===== src/rtl/slcfp_pkg.sv =====
// Package for the sync/length/CRC-8 frame parser: phase and readout state
// types, frame descriptor, register indexes and the CRC-8 byte update.
// No dependencies.
package slcfp_pkg;

   localparam int MAX_FRAME_PAYLOAD_DEFAULT = 32;

   localparam logic [7:0] SYNC_RESET  = 8'hAB;
   localparam logic [5:0] LIMIT_RESET = 6'd32;
   localparam logic [7:0] CRC_POLY    = 8'h07;
   localparam logic [7:0] CRC_MSB     = 8'h80;

   // register indexes on the csr port
   localparam logic CSR_SYNC_VALUE   = 1'b0;
   localparam logic CSR_LENGTH_LIMIT = 1'b1;

   typedef enum logic [2:0] {
      PH_HUNT,
      PH_TYPE,
      PH_LENGTH,
      PH_PAYLOAD,
      PH_CHECK
   } phase_type;

   typedef enum logic [1:0] {
      BK_IDLE,
      BK_READ,
      BK_DATA
   } back_state_type;

   // one validated frame waiting for readout
   typedef struct packed {
      logic [7:0] frame_type;
      logic [5:0] frame_length;
      logic       bank;
   } frame_desc_type;

   // CRC-8, MSB first, no reflection, no final xor
   function automatic logic [7:0] crc8_update(input logic [7:0] crc, input logic [7:0] b);
      logic [7:0] c;
      c = crc ^ b;
      for (int i = 0; i < 8; i++) begin
         if ((c & CRC_MSB) != 8'd0) begin
            c = (c << 1) ^ CRC_POLY;
         end else begin
            c = c << 1;
         end
      end
      return c;
   endfunction

endpackage


===== src/rtl/slcfp_front.sv =====
// Front end: sync hunt, header decode, CRC check and payload buffer writes.
// Pushes one descriptor per good frame into the queue. Uses slcfp_pkg.
module slcfp_front #(
   parameter int MAX_FRAME_PAYLOAD = slcfp_pkg::MAX_FRAME_PAYLOAD_DEFAULT,
   localparam int AW = (MAX_FRAME_PAYLOAD > 1) ? $clog2(MAX_FRAME_PAYLOAD) : 1
) (
   input  logic                       clock,
   input  logic                       reset,
   input  logic                       req_tvalid,
   output logic                       req_tready,
   input  logic [7:0]                 req_tdata,
   input  logic                       csr_valid,
   output logic                       csr_ready,
   input  logic                       csr_index,
   input  logic [7:0]                 csr_data,
   input  logic                       q_full,
   output logic                       q_push,
   output slcfp_pkg::frame_desc_type  q_push_desc,
   output logic                       mem_wr_en,
   output logic [AW:0]                mem_wr_addr,
   output logic [7:0]                 mem_wr_data
);
   import slcfp_pkg::*;

   localparam logic [7:0] MAX_L = 8'(MAX_FRAME_PAYLOAD);

   phase_type  phase_ff, phase_in;
   logic [7:0] sync_ff;
   logic [5:0] limit_ff;
   logic [7:0] type_ff, type_in;
   logic [5:0] len_ff, len_in;
   logic [5:0] fill_ff, fill_in;
   logic [7:0] crc_ff, crc_in;
   logic       bank_ff, bank_in;
   logic       accept;
   logic [5:0] fill_next;
   logic [7:0] fill_ext;
   logic [7:0] limit_eff;

   assign req_tready = !q_full;
   assign accept     = req_tvalid && req_tready;
   assign csr_ready  = 1'b1;
   assign fill_next  = fill_ff + 6'd1;
   assign fill_ext   = {2'b00, fill_ff};
   assign limit_eff  = ({2'b00, limit_ff} > MAX_L) ? MAX_L : {2'b00, limit_ff};

   assign mem_wr_addr = {bank_ff, fill_ext[AW-1:0]};
   assign mem_wr_data = req_tdata;
   assign q_push_desc = '{frame_type: type_ff, frame_length: len_ff, bank: bank_ff};

   always_ff @(posedge clock) begin
      if (reset) begin
         sync_ff  <= SYNC_RESET;
         limit_ff <= LIMIT_RESET;
      end else if (csr_valid && csr_ready) begin
         case (csr_index)
            CSR_SYNC_VALUE:   sync_ff  <= csr_data;
            CSR_LENGTH_LIMIT: limit_ff <= csr_data[5:0];
            default: ;
         endcase
      end
   end

   always_ff @(posedge clock) begin
      if (reset) begin
         phase_ff <= PH_HUNT;
         type_ff  <= 8'd0;
         len_ff   <= 6'd0;
         fill_ff  <= 6'd0;
         crc_ff   <= 8'd0;
         bank_ff  <= 1'b0;
      end else begin
         phase_ff <= phase_in;
         type_ff  <= type_in;
         len_ff   <= len_in;
         fill_ff  <= fill_in;
         crc_ff   <= crc_in;
         bank_ff  <= bank_in;
      end
   end

   always_comb begin
      phase_in  = phase_ff;
      type_in   = type_ff;
      len_in    = len_ff;
      fill_in   = fill_ff;
      crc_in    = crc_ff;
      bank_in   = bank_ff;
      mem_wr_en = 1'b0;
      q_push    = 1'b0;
      if (accept) begin
         case (phase_ff)
            PH_HUNT: begin
               if (req_tdata == sync_ff) phase_in = PH_TYPE;
            end
            PH_TYPE: begin
               type_in  = req_tdata;
               crc_in   = crc8_update(8'd0, req_tdata);
               phase_in = PH_LENGTH;
            end
            PH_LENGTH: begin
               if (req_tdata > limit_eff) begin
                  phase_in = PH_HUNT;
               end else begin
                  len_in   = req_tdata[5:0];
                  crc_in   = crc8_update(crc_ff, req_tdata);
                  fill_in  = 6'd0;
                  phase_in = (req_tdata == 8'd0) ? PH_CHECK : PH_PAYLOAD;
               end
            end
            PH_PAYLOAD: begin
               mem_wr_en = (fill_ext < MAX_L);
               crc_in    = crc8_update(crc_ff, req_tdata);
               fill_in   = fill_next;
               if (fill_next >= len_ff) phase_in = PH_CHECK;
            end
            PH_CHECK: begin
               phase_in = PH_HUNT;
               if (req_tdata == crc_ff) begin
                  q_push  = 1'b1;
                  bank_in = ~bank_ff;
               end
            end
            default: phase_in = PH_HUNT;
         endcase
      end
   end

endmodule


===== src/rtl/slcfp_queue.sv =====
// Two-entry descriptor queue between front and back; one entry per
// payload buffer bank. Uses slcfp_pkg.
module slcfp_queue (
   input  logic                       clock,
   input  logic                       reset,
   input  logic                       push,
   input  slcfp_pkg::frame_desc_type  push_desc,
   input  logic                       pop,
   output slcfp_pkg::frame_desc_type  head,
   output logic                       full,
   output logic                       empty
);
   import slcfp_pkg::*;

   frame_desc_type entry_ff [2];
   logic           wr_ptr_ff, rd_ptr_ff;
   logic [1:0]     count_ff;

   assign head  = entry_ff[rd_ptr_ff];
   assign full  = (count_ff == 2'd2);
   assign empty = (count_ff == 2'd0);

   always_ff @(posedge clock) begin
      if (push) entry_ff[wr_ptr_ff] <= push_desc;
   end

   always_ff @(posedge clock) begin
      if (reset) begin
         wr_ptr_ff <= 1'b0;
         rd_ptr_ff <= 1'b0;
         count_ff  <= 2'd0;
      end else begin
         if (push) wr_ptr_ff <= ~wr_ptr_ff;
         if (pop)  rd_ptr_ff <= ~rd_ptr_ff;
         case ({push, pop})
            2'b10:   count_ff <= count_ff + 2'd1;
            2'b01:   count_ff <= count_ff - 2'd1;
            default: count_ff <= count_ff;
         endcase
      end
   end

   a_no_overflow: assert property (@(posedge clock) disable iff (reset)
      push |-> !full) else $error("descriptor pushed into full queue");
   a_no_underflow: assert property (@(posedge clock) disable iff (reset)
      pop |-> !empty) else $error("descriptor popped from empty queue");
   a_count_bound: assert property (@(posedge clock) disable iff (reset)
      count_ff != 2'd3) else $error("queue count out of range");

endmodule


===== src/rtl/slcfp_back.sv =====
// Back end: two-bank payload memory and the readout sequencer that turns
// each queued descriptor into a run of result transfers. Uses slcfp_pkg.
module slcfp_back #(
   parameter int MAX_FRAME_PAYLOAD = slcfp_pkg::MAX_FRAME_PAYLOAD_DEFAULT,
   localparam int AW = (MAX_FRAME_PAYLOAD > 1) ? $clog2(MAX_FRAME_PAYLOAD) : 1
) (
   input  logic                       clock,
   input  logic                       reset,
   input  logic                       mem_wr_en,
   input  logic [AW:0]                mem_wr_addr,
   input  logic [7:0]                 mem_wr_data,
   input  slcfp_pkg::frame_desc_type  q_head,
   input  logic                       q_empty,
   output logic                       q_pop,
   output logic                       rsp_tvalid,
   input  logic                       rsp_tready,
   output logic [31:0]                rsp_tdata,
   output logic                       rsp_tlast
);
   import slcfp_pkg::*;

   localparam int MEM_DEPTH = 2 << AW;

   logic [7:0]     mem [MEM_DEPTH];
   logic [7:0]     rd_data_ff;
   logic [AW:0]    rd_addr;

   back_state_type state_ff, state_in;
   logic [5:0]     idx_ff, idx_in;
   logic [5:0]     idx_next;
   logic [7:0]     idx_ext;
   logic           out_free, load, item_last;

   logic           rsp_valid_ff, rsp_valid_in;
   logic [7:0]     rsp_type_ff, rsp_payload_ff;
   logic [5:0]     rsp_length_ff;
   logic [4:0]     rsp_index_ff;
   logic           rsp_last_ff;

   assign idx_next  = idx_ff + 6'd1;
   assign idx_ext   = {2'b00, idx_ff};
   assign rd_addr   = {q_head.bank, idx_ext[AW-1:0]};
   assign out_free  = !rsp_valid_ff || rsp_tready;
   assign item_last = (q_head.frame_length == 6'd0) || (idx_next == q_head.frame_length);

   always_ff @(posedge clock) begin
      if (mem_wr_en) mem[mem_wr_addr] <= mem_wr_data;
      rd_data_ff <= mem[rd_addr];
   end

   always_ff @(posedge clock) begin
      if (reset) begin
         state_ff     <= BK_IDLE;
         idx_ff       <= 6'd0;
         rsp_valid_ff <= 1'b0;
      end else begin
         state_ff     <= state_in;
         idx_ff       <= idx_in;
         rsp_valid_ff <= rsp_valid_in;
      end
   end

   // output register: load a new item, hold it while stalled
   always_ff @(posedge clock) begin
      if (load) begin
         rsp_type_ff    <= q_head.frame_type;
         rsp_length_ff  <= q_head.frame_length;
         rsp_index_ff   <= idx_ff[4:0];
         rsp_payload_ff <= (q_head.frame_length == 6'd0) ? 8'd0 : rd_data_ff;
         rsp_last_ff    <= item_last;
      end
   end

   always_comb begin
      state_in = state_ff;
      idx_in   = idx_ff;
      load     = 1'b0;
      q_pop    = 1'b0;
      case (state_ff)
         BK_IDLE: begin
            if (!q_empty) begin
               idx_in   = 6'd0;
               state_in = BK_READ;
            end
         end
         BK_READ: state_in = BK_DATA;
         BK_DATA: begin
            if (out_free) begin
               load = 1'b1;
               if (item_last) begin
                  q_pop    = 1'b1;
                  state_in = BK_IDLE;
               end else begin
                  idx_in   = idx_next;
                  state_in = BK_READ;
               end
            end
         end
         default: state_in = BK_IDLE;
      endcase
      rsp_valid_in = load || (rsp_valid_ff && !rsp_tready);
   end

   assign rsp_tvalid = rsp_valid_ff;
   assign rsp_tlast  = rsp_last_ff;
   assign rsp_tdata  = {5'd0, rsp_payload_ff, rsp_index_ff, rsp_length_ff, rsp_type_ff};

   a_busy_has_desc: assert property (@(posedge clock) disable iff (reset)
      (state_ff != BK_IDLE) |-> !q_empty) else $error("readout without descriptor");

endmodule


===== src/rtl/sync_length_crc8_frame_parser_top.sv =====
// Top level of the sync/type/length/payload/CRC-8 frame parser.
// Instantiates slcfp_front, slcfp_queue and slcfp_back; uses slcfp_pkg.
//
// Usage:
//   req_*  : one received link byte per transfer (req_tdata[7:0]).
//   rsp_*  : one payload byte of a validated frame per transfer; rsp_tlast
//            marks the final byte. A zero-length frame gives one transfer
//            with length 0, index 0 and payload 0.
//   csr_*  : register writes, index 0 = sync_value, 1 = length_limit
//            (low 6 bits taken). Always ready; write only while idle.
// Rate: the front takes one byte per cycle while the queue is not full. Readout
//   of a good frame starts once its descriptor is at the head of the queue; the
//   readout sequencer takes each item through address and memory read, then load.
// The queue holds two finished frames, one per payload memory bank; while
//   both banks are waiting for readout, req_tready is low.
// Reset: phase back to sync hunting, queue emptied, registers to their
//   defaults (sync 0xAB, limit 32). No memory clearing pass.
// Receiver stall: the output register holds the item, the readout pauses,
//   and the front keeps accepting bytes until the queue fills.
module sync_length_crc8_frame_parser_top #(
   parameter int MAX_FRAME_PAYLOAD = slcfp_pkg::MAX_FRAME_PAYLOAD_DEFAULT
) (
   input  logic        clock,
   input  logic        reset,
   // input stream
   input  logic        req_tvalid,
   output logic        req_tready,
   input  logic [7:0]  req_tdata,    // [7:0] rx_byte
   // result stream
   output logic        rsp_tvalid,
   input  logic        rsp_tready,
   output logic [31:0] rsp_tdata,    // [7:0] frame_type, [13:8] frame_length,
                                     // [18:14] byte_index, [26:19] payload_byte
   output logic        rsp_tlast,    // last
   // configuration writes
   input  logic        csr_valid,
   output logic        csr_ready,
   input  logic        csr_index,
   input  logic [7:0]  csr_data
);
   import slcfp_pkg::*;

   localparam int AW = (MAX_FRAME_PAYLOAD > 1) ? $clog2(MAX_FRAME_PAYLOAD) : 1;

   // front to queue
   logic           q_push, q_pop, q_full, q_empty;
   frame_desc_type q_push_desc, q_head;
   // front to payload memory
   logic           mem_wr_en;
   logic [AW:0]    mem_wr_addr;
   logic [7:0]     mem_wr_data;

   // hunt, decode, check and buffer the incoming bytes
   slcfp_front #(.MAX_FRAME_PAYLOAD(MAX_FRAME_PAYLOAD)) u_front (
      .clock       (clock),
      .reset       (reset),
      .req_tvalid  (req_tvalid),
      .req_tready  (req_tready),
      .req_tdata   (req_tdata),
      .csr_valid   (csr_valid),
      .csr_ready   (csr_ready),
      .csr_index   (csr_index),
      .csr_data    (csr_data),
      .q_full      (q_full),
      .q_push      (q_push),
      .q_push_desc (q_push_desc),
      .mem_wr_en   (mem_wr_en),
      .mem_wr_addr (mem_wr_addr),
      .mem_wr_data (mem_wr_data)
   );

   // hold validated frames until the back end reads them out
   slcfp_queue u_queue (
      .clock     (clock),
      .reset     (reset),
      .push      (q_push),
      .push_desc (q_push_desc),
      .pop       (q_pop),
      .head      (q_head),
      .full      (q_full),
      .empty     (q_empty)
   );

   // read out the buffered payload one item at a time
   slcfp_back #(.MAX_FRAME_PAYLOAD(MAX_FRAME_PAYLOAD)) u_back (
      .clock       (clock),
      .reset       (reset),
      .mem_wr_en   (mem_wr_en),
      .mem_wr_addr (mem_wr_addr),
      .mem_wr_data (mem_wr_data),
      .q_head      (q_head),
      .q_empty     (q_empty),
      .q_pop       (q_pop),
      .rsp_tvalid  (rsp_tvalid),
      .rsp_tready  (rsp_tready),
      .rsp_tdata   (rsp_tdata),
      .rsp_tlast   (rsp_tlast)
   );

endmodule


===== config.mk =====
export PLATFORM = sky130hd
export DESIGN_NAME = sync_length_crc8_frame_parser_top
export DESIGN_NICKNAME = d
export VERILOG_FILES = /design/src/rtl/slcfp_pkg.sv /design/src/rtl/slcfp_front.sv /design/src/rtl/slcfp_queue.sv /design/src/rtl/slcfp_back.sv /design/src/rtl/sync_length_crc8_frame_parser_top.sv
export SDC_FILE = /design/constraint.sdc
export NUM_CORES = 1
export LEC_CHECK = 0
export BUFFER_PORTS_ARGS = -buffer_cell sky130_fd_sc_hd__buf_2
export CORE_ASPECT_RATIO = 2
export CORE_UTILIZATION = 59
export CTS_BUF_LIST = sky130_fd_sc_hd__clkbuf_8 sky130_fd_sc_hd__clkbuf_16
export DETAILED_ROUTE_END_ITERATION = 6
export GPL_TIMING_DRIVEN = 0
export PLACE_DENSITY = 0.76
export SETUP_SLACK_MARGIN = 0.15
export SYNTH_ARGS = -nofsm -noshare
export SYNTH_HDL_FRONTEND = slang
export SYNTH_SLANG_ARGS = --single-unit

===== constraint.sdc =====
create_clock -name clock -period 3.9 [get_ports clock]
set_clock_uncertainty 0.2 [all_clocks]
set_input_delay 0.195 -clock clock [delete_from_list [all_inputs] [get_ports clock]]
set_output_delay 0.195 -clock clock [all_outputs]
set_load 0.005 [all_outputs]

==> results of run 1 <==
-- power by group --
| part | total [uW] | internal, uW | leakage (uW) | switching (uW) |
|---|---|---|---|---|
| combinational | 273 | 82.4 | 0.00247 | 191 |
| sequential | 7430 | 7420 | 0.00575 | 4.46 |
| clock | 5040 | 2720 | 0.000815 | 2320 |
| total | 12700 | 10200 | 0.00903 | 2520 |
-- area by class of cell --
class                      instances  area (um^2)  share of cell area [%]
tap                              545          682                    2.38
clock buffer                      53         1330                    4.64
buffer                            78          370                    1.30
sequential                       638        18500                    64.6
clock inverter                    34          265                   0.928
timing repair buffer              74          543                    1.90
multi-input combinational        655         6840                    23.9
inverter                          24         90.1                   0.315
-- registers in the layout, summed over array words and instances (netlist names), 8 cells and up, named ones only --
register               count
u_back.mem               512
u_queue.entry_ff          30
u_back.rd_data_ff          8
u_back.rsp_payload_ff      8
u_back.rsp_type_ff         8
u_front.crc_ff             8
u_front.sync_ff            8
u_front.type_ff            8
-- worst reg2reg max path: cells and delay by family, from the launching register on --
kind,cells,cell delay (ps)
flops,1,320
simple gates,6,2580
buf+inv,1,230
-- stage by stage --
step | setup slack, ps | util [%] | instance area [um^2] | setup TNS (ps) | hold WS [ps]
after CTS | -23.8 | 66.6 | 28400 | -845 | 6.11
final | 210 | 67.0 | 28600 | 0 | -0.802
after floorplan | 1040 | - | 25600 | 0 | 93.9
after global routing | 20.4 | 67.0 | 28600 | 0 | 19.6
after global placement | -668 | 62.1 | 26500 | -21240 | 214
after detailed placement | -852 | 62.1 | 26500 | -32050 | 226
-- cells in the mapped netlist, drive strengths merged (22+ instances only) --
cell type	count	area share, %
xnor2	36	1.2
inv	24	0.35
a21oi	25	0.49
nor2	126	1.9
buf	44	0.94
mux4	142	13
ha	22	1.1
nand2	44	0.68
edfxtp	570	67
mux2i	59	2.3
dfxtp	68	5.3
clkbuf	34	0.50
-- how the worst max path moves through the flow --
stage / startpoint / to / slack (ps) / depth (start not counted)
after floorplan: u_queue.count_ff[0] / u_queue.entry_ff[0][0] / 1040 / 6
after global placement: req_tdata[4] / u_queue.entry_ff[0][10] / -670 / 8
after detailed placement: req_tdata[4] / u_queue.entry_ff[0][10] / -850 / 8
after CTS: u_front.phase_ff[1] / u_back.mem[63][3] / -20 / 7
after global routing: u_front.phase_ff[1] / u_back.mem[29][3] / 20 / 7
final: u_front.phase_ff[1] / u_back.mem[29][4] / 210 / 7
-- per-layer routing --
| metal | wire length, um | GRT usage, % | vias up | share of wire (%) |
|---|---|---|---|---|
| met5 | 0 | 0 | - | 0 |
| met4 | 3510 | 15.5 | 0 | 5.8 |
| met3 | 3270 | 3.44 | 160 | 5.4 |
| met2 | 34300 | 54.0 | 608 | 57 |
| met1 | 19300 | 29.5 | 6870 | 32 |
| li1 | - | - | 5727 | - |
-- cells by family (layout without fill, tap and decap cells) --
| family | after synthesis | after routing | share of synthesized area [%] |
|---|---|---|---|
| buffers and inverters | 102 | 263 | 1.79 |
| DFF | 638 | 638 | 72.3 |
| xor gates and xnor gates | 59 | 59 | 2.18 |
| muxes | 215 | 215 | 15.4 |
| AOI/OAI and AO/OA | 100 | 100 | 2.67 |
| other | 2 | 6 | 0.0294 |
| adders and majority gates | 22 | 22 | 1.08 |
| and+or+nand+nor | 253 | 253 | 4.57 |
-- timing repair --
item                                    4_1_cts  5_1_grt
pin swaps                                     0        0
gates cloned                                  0        0
gates resized for setup                      23       42
hold endpoints to repair                     78        0
setup buffers                                 0        0
hold buffers                                 25        0
endpoints found under the setup margin      258      552
==> flow_metrics.tcl, run 1 <==
set metrics [dict create \
    grt_antenna_before_repair 0 \
    postSynthAreaPerCell_um2 18.4 \
    holdPathStages 1 \
    dpl.hpwl_um 40500 \
    initial_core_util_pct 59.9 \
    fin_cells 2101 \
    clk_pin_slew_ps 70 \
    wire_per_inst_um 28.8 \
    numPortBuffers 49 \
    rsz0062_at_grt "true" \
    fmax_mhz 271 \
    die_height_um 296 \
    cp_data_arrival_time_ps 3720 \
    grt_max_degree 71 \
    die_w_um 149 \
    via_count 13365 \
    holdPathEnd "u_back.mem[25][4]" \
    io_pins 58 \
    grtUsageTotal_pct 28.3 \
    critical_path.top_delay_family "simple AND/OR/NAND/NOR gates" \
    cts_inserted_buffers 49 \
    path_max_fanout 8 \
    r2r_slack_ps 210 \
    drive_gt1_share_pct 24.0 \
    r2r_cells 7 \
    violations "negative hold slack" \
    drc 0 \
    critPathLaunchType "register" \
    synth_area_mm2 0.0256 \
    p_per_area_mw_per_mm2 445 \
    irDropWorstVdd_uv 359 \
    diodes 0 \
    h-tree-depth 2 \
    max_stage_delay_ps 640 \
    synthArstFlopShare_pct 0 \
    dp_cells 1989 \
    routabilityCongestion 0.896 \
    slew-limit-headroom_pct 6.41 \
    ys.flop_type "edfxtp_1" \
    yosysSeqAreaShare_pct 72.3 \
    core_area_mm2 0.0427 \
    fin_nets 1564 \
    grt-ovfl-total 0 \
    mostFrequentLayoutCell "edfxtp_1" \
    timing.rr.end "u_back.mem[29][4]" \
    via_per_inst 6.36 \
    cts_tree "done" \
    drv_slew 0 \
    ys_ff_latch 638 \
    routed_wl_um 60400 \
    crit_buf_inv 1 \
    clock_path_buffers 3 \
    worst_hold_startpoint "req_tdata[4]" \
    p_total_uw 12700 \
    syn_to_final_growth_pct 11.8 \
    worst_pin_slew_ps 1400 \
    yosysWarnings 0 \
    antenna_left 0 \
    drt-pass1-iter-count 6 \
    drtIter0Drc 1119 \
    grt_pass1_vias 13720 \
    hold_slack_ps -0.802 \
    grt_first_pass_wirelength_um 87500 \
    leakagePower_uw 0.00903 \
    status "complete, but fails checks" \
    cp_slowest_cell "nor2_2" \
    synth-edff-count 570 \
    critical_path_required_ps 3930 \
    synth_cells 1391 \
    r2r_start "u_front.phase_ff[1]" \
    row_count 107 \
    post-route-period-util_pct 94.6 \
    finalSetupViolations 0 \
    min_period_ps 3690 \
    cts.sinks 638 \
    fillers 2718 \
    hold_path_class "input pin to register" \
    hold_viol 1 \
    clock_latency_ps 590 \
    die_area_mm2 0.0442 \
    maxCapViolations 0 \
    ys_types 57 \
    root_buffer "clkbuf_16" \
    path_class "register to register" \
    final_cell_mix "570 x edfxtp_1, 142 x mux4_2, 83 x nor2_1, 68 x dfxtp_1, 65 x buf_2" \
    crit_chain "clkbuf_1 > nor2b_1 > and3_1 > nand2_1 > nor3_2 > nand3_1 > nor2_2" \
    endpoint_kind "register" \
]
Power figures use the tool's default switching activity.
==> run 2: changes to the inputs <==
==> constraint.sdc (replaced) <==
create_clock -name clock -period 4.7 [get_ports clock]
set_clock_uncertainty 0.2 [all_clocks]
set_input_delay 0.235 -clock clock [delete_from_list [all_inputs] [get_ports clock]]
set_output_delay 0.235 -clock clock [all_outputs]
set_load 0.005 [all_outputs]
==> run 2 against run 1 <==
  * Final cell count is 0.48% lower
  * The run now ends clean
  * Routed wire length fell by 1.5%
  * Combinational power is 23% lower
  * Sequential power down 17%
==> flow_metrics.tcl, run 2 (synthesis gave the netlist of run 1 again) <==
set metrics [dict create \
    antenna_left 0 \
    p_comb_share_pct 2.0 \
    reg_top3 "u_back.mem: 512 flops, u_queue.entry_ff: 30 flops" \
    drv_slew 0 \
    leakagePower_uw 0.00896 \
    via_per_inst 6.34 \
    cp_data_arrival_time_ps 4170 \
    io_pins 58 \
    cts_tree "done" \
    holdPathStages 1 \
    grt_max_degree 71 \
    drc 0 \
    via_count 13255 \
    r2r_cells 7 \
    die_area_mm2 0.0442 \
    rsz0062_at_grt "false" \
    register_area_mm2 0.0185 \
    grt_first_pass_wirelength_um 86500 \
    cts_resized 0 \
    row_count 107 \
    initial_core_util_pct 59.9 \
    syn_to_final_growth_pct 10.5 \
    worst_pin_slew_ps 1380 \
    irDropWorstVdd_uv 300 \
    hold_path_class "input pin to register" \
    post_cts_buffers 0 \
    maxCapViolations 0 \
    fin_setup_tns_ps 0 \
    post-route-period-util_pct 88.7 \
    routabilityCongestion 0.896 \
    p_total_uw 10600 \
    endpoint_kind "register" \
    drive_gt1_share_pct 20.9 \
    drtIter0Drc 1183 \
    dpl.hpwl_um 40500 \
    timing.rr.end "u_back.mem[60][5]" \
    path_max_fanout 66 \
    intPower_uw 8470 \
    seqPwrFrac_pct 58.4 \
    fin_nets 1554 \
    grt_pass1_vias 13644 \
    core_area_mm2 0.0427 \
    die_height_um 296 \
    critical_path_required_ps 4700 \
    grt_antenna_before_repair 0 \
    routed_wl_um 59500 \
    top_register "u_back.mem" \
    power_switching_share_pct 19.7 \
    clk_pin_slew_ps 70 \
    path_class "input pin to register" \
    fillers 2758 \
    fin_cells 2091 \
    largest_reg_flops 512 \
    cts_inserted_buffers 49 \
    numPortBuffers 49 \
    min_period_ps 4170 \
    drt-pass1-iter-count 5 \
    diodes 0 \
    critPathLaunchType "input pin" \
    clock_path_buffers 3 \
    h-tree-depth 2 \
    grt-ovfl-total 0 \
    slew-limit-headroom_pct 8.27 \
    finalSetupViolations 0 \
    fmax_mhz 240 \
    grtUsageTotal_pct 27.9 \
    wire_per_inst_um 28.5 \
    r2r_start "u_front.phase_ff[1]" \
    root_buffer "clkbuf_16" \
    crit_start "req_tdata[4]" \
    final_cell_mix "570 x edfxtp_1, 142 x mux4_2, 125 x nor2_1, 71 x buf_2, 68 x dfxtp_1" \
    cp-endpoint "u_queue.entry_ff[0][12]" \
    p_per_area_mw_per_mm2 373 \
    hold_viol 0 \
    mostFrequentLayoutCell "edfxtp_1" \
    clock_latency_ps 590 \
    status "completed" \
    die_w_um 149 \
    switching_power_uw 2080 \
    r2r_slack_ps 610 \
    dp_cells 1989 \
    multiInputGateArea_mm2 0.00665 \
    cts.sinks 638 \
    clkPwrFrac_pct 39.6 \
]
-- run 2: changes by cell type in the layout (fill, tap and decap cells not counted), sizes merged --
| cell | previous run | this run |
|---|---|---|
| dlygate4sd3 | 22 | 15 |
| clkbuf | 89 | 87 |
| buf | 94 | 93 |
-- run 2: power by group through the flow --
stage,Sequential (uW),Clock [uW],Combinational [uW]
6_report,6170,4170,210
5_1_grt,6160,4380,224
4_1_cts,6170,4200,209
3_5_place_dp,6290,0,198
3_3_place_gp,6290,0,188
2_1_floorplan,6290,0,83.5
-- run 2: critical path, stage by stage --
cell	delay (ps)
buf_2	930
clkbuf_1	630
xnor2_1	190
ha_1	190
nand4_1	150
nor4_2	660
inv_1	140
nor2_1	950
-- run 2: worst min path at each step --
stage,startpoint,endpoint,slack [ps]
global placement,u_front.limit_ff[0],u_front.limit_ff[0],240
finish,req_tdata[5],u_back.mem[43][5],90
detailed placement,u_front.type_ff[6],u_queue.entry_ff[1][13],240
global route,req_tdata[2],u_back.mem[14][2],110
CTS,csr_data[7],u_front.sync_ff[7],200
floorplan,req_tdata[0],u_back.mem[0][0],130
-- run 2: repair_timing --
action,4_1_cts,5_1_grt
endpoints found under the setup margin,0,0
hold buffers,15,0
hold endpoints to repair,27,0
-- run 2: area by class of cell --
class / count / area share (%)
plain buffers: 78 / 1.30
well taps: 545 / 2.41
inverters: 24 / 0.319
flip-flops and latches: 638 / 65.4
repair buffers: 64 / 1.42
clock buffers: 53 / 4.69
multi-input cells: 655 / 23.5
clock inverters: 34 / 0.939
-- run 2: through the flow --
stage | utilization [%] | cell area [um^2] | setup WS (ps) | hold WS [ps]
after floorplan | - | 25600 | 1840 | 134
after global placement | 62.1 | 26500 | 92.4 | 241
after detailed placement | 62.1 | 26500 | -91.9 | 244
after CTS | 66.2 | 28300 | 524 | 197
after global routing | 66.2 | 28300 | 288 | 110
final | 66.2 | 28300 | 531 | 91.6
-- run 2: per-layer routing --
metal | vias to the layer above | GRT usage, % | routed length [um]
met5 | - | 0 | 0
met4 | 0 | 15.9 | 3560
met3 | 168 | 3.73 | 3170
met2 | 591 | 53.0 | 33800
met1 | 6789 | 28.8 | 19000
li1 | 5707 | - | -
==> run 3: changes to the inputs <==
--- a/config.mk
+++ b/config.mk
@@ -7,8 +7,9 @@
 export LEC_CHECK = 0
 export BUFFER_PORTS_ARGS = -buffer_cell sky130_fd_sc_hd__buf_2
 export CORE_ASPECT_RATIO = 2
+export CORE_MARGIN = 4
 export CORE_UTILIZATION = 59
-export CTS_BUF_LIST = sky130_fd_sc_hd__clkbuf_8 sky130_fd_sc_hd__clkbuf_16
+export CTS_BUF_LIST = sky130_fd_sc_hd__clkbuf_8
 export DETAILED_ROUTE_END_ITERATION = 6
 export GPL_TIMING_DRIVEN = 0
 export PLACE_DENSITY = 0.76
==> run 3 against run 2 <==
  * Non-clock buffer count did not move
  * Sequential share of layout area rose by 0.12 points
  * Total power fell by 3.0%
  * Global-route usage fell by 1.6 points
  * Clock-buffer cell count rose by 36
  * Sequential power barely moved
  * Cell area fell by 0.19%
  * Combinational power barely moved
  * Final cell count rose by 2.8%
==> flow_metrics.tcl, run 3 (synthesis gave the netlist of run 1 again) <==
set metrics [dict create \
    hold_path_class "input pin to register" \
    drtIter0Drc 1247 \
    critPathLaunchType "input pin" \
    wire_per_inst_um 28.0 \
    irDropWorstVdd_uv 292 \
    grt_antenna_before_repair 1 \
    max_stage_delay_ps 990 \
    cts.sinks 638 \
    die_area_mm2 0.0469 \
    path_class "input pin to register" \
    wl_met3_um 3780 \
    drc 0 \
    path_max_fanout 66 \
    drt-pass1-iter-count 6 \
    largest_reg_flops 512 \
    drive_gt1_share_pct 22.0 \
    fin_nets 1585 \
    crit_buf_inv 3 \
    crit_chain "buf_2 > clkbuf_1 > xnor2_1 > ha_1 > nand4_1 > nor4_2 > inv_1 > nor2_1" \
    h-tree-depth 3 \
    hold_viol 0 \
    die_height_um 302 \
    post-route-period-util_pct 89.1 \
    top_layer "met4" \
    grt-ovfl-total 0 \
    multiInputGateArea_mm2 0.00665 \
    worst_pin_slew_ps 1380 \
    endpoint_kind "register" \
    reg_top3 "u_back.mem: 512 flops, u_queue.entry_ff: 30 flops" \
    cp_data_arrival_time_ps 4220 \
    critical_path.top_delay_family "simple AND/OR/NAND/NOR gates" \
    fillers 2753 \
    leakagePower_uw 0.00904 \
    cp_slowest_cell "nor2_1" \
    initial_core_util_pct 59.9 \
    mostFrequentLayoutCell "edfxtp_1" \
    finalSetupViolations 0 \
    status "completed" \
    via_per_inst 6.27 \
    clk_pin_slew_ps 70 \
    register_area_mm2 0.0185 \
    top_register "u_back.mem" \
    critical_path_required_ps 4740 \
    grt_max_degree 71 \
    final_cell_mix "570 x edfxtp_1, 142 x mux4_2, 125 x nor2_1, 89 x clkbuf_8, 71 x buf_2" \
    met1_length_um 18900 \
    rsz0062_at_grt "false" \
    final_util_pct 66.0 \
    die_w_um 155 \
    row_count 107 \
    cts_inserted_buffers 80 \
    core_area_mm2 0.0427 \
    clock_path_buffers 3 \
    numPortBuffers 49 \
    io_pins 58 \
    clock_latency_ps 640 \
    dpl.hpwl_um 41300 \
    min_period_ps 4190 \
    fmax_mhz 239 \
    routabilityCongestion 0.927 \
    met2_length_um 33100 \
    via_count 13471 \
    p_per_area_mw_per_mm2 363 \
    syn_to_final_growth_pct 10.3 \
    p_total_uw 10200 \
    drv_slew 0 \
    grt_first_pass_wirelength_um 89100 \
    slew-limit-headroom_pct 8.09 \
    grt_pass1_vias 14162 \
    root_buffer "clkbuf_8" \
    cts_tree "done" \
    grtUsageTotal_pct 26.3 \
    antenna_left 0 \
    maxCapViolations 0 \
    routed_wl_um 60100 \
]
[run 3: report_power, final]
group	leakage [uW]	total [uW]	switching, uW	internal [uW]
clock	0.000884	3860	1950	1910
combinational	0.00240	210	151	58.6
sequential	0.00575	6170	3.75	6160
total	0.00904	10200	2100	8130
[run 3: layout make-up]
class                      instances  share of cell area (%)
clock buffer                      89                    4.34
buffer                            78                    1.30
tap                              545                    2.42
timing repair buffer              64                    1.42
antenna                            1                 0.00887
clock inverter                    55                    1.10
sequential                       638                    65.5
inverter                          24                   0.319
multi-input combinational        655                    23.6
[run 3: final timing paths]
check | from | end | slack (ps) | cells past startpoint
min reg2reg | u_front.type_ff[3] | u_queue.entry_ff[1][10] | 250 | 0
max | req_tdata[4] | u_queue.entry_ff[0][13] | 510 | 8
min | req_tdata[2] | u_back.mem[13][2] | 2 | 1
max reg2reg | u_front.phase_ff[1] | u_back.mem[53][3] | 760 | 7
[run 3: stage by stage]
stage	TNS [ps]	area, um^2	setup slack, ps	cells	hold WS (ps)
after CTS	0	28200	531	2148	144
after global routing	0	28200	317	2149	9.20
after global placement	0	26500	14.9	1989	238
final	0	28200	513	2149	1.86
after detailed placement	-2060	26500	-138	1989	242
after floorplan	0	25600	1840	1395	134
[run 3: what timing repair did]
item,in CTS,in global routing
gates resized for setup,0,0
setup buffers,0,0
hold endpoints to repair,27,0
hold buffers,15,0
[run 3: metal layers]
metal	up-vias	track usage (%)
met2	657	47.8
li1	5790	-
met1	6842	28.0
met3	182	4.51
met4	0	16.4
met5	-	0
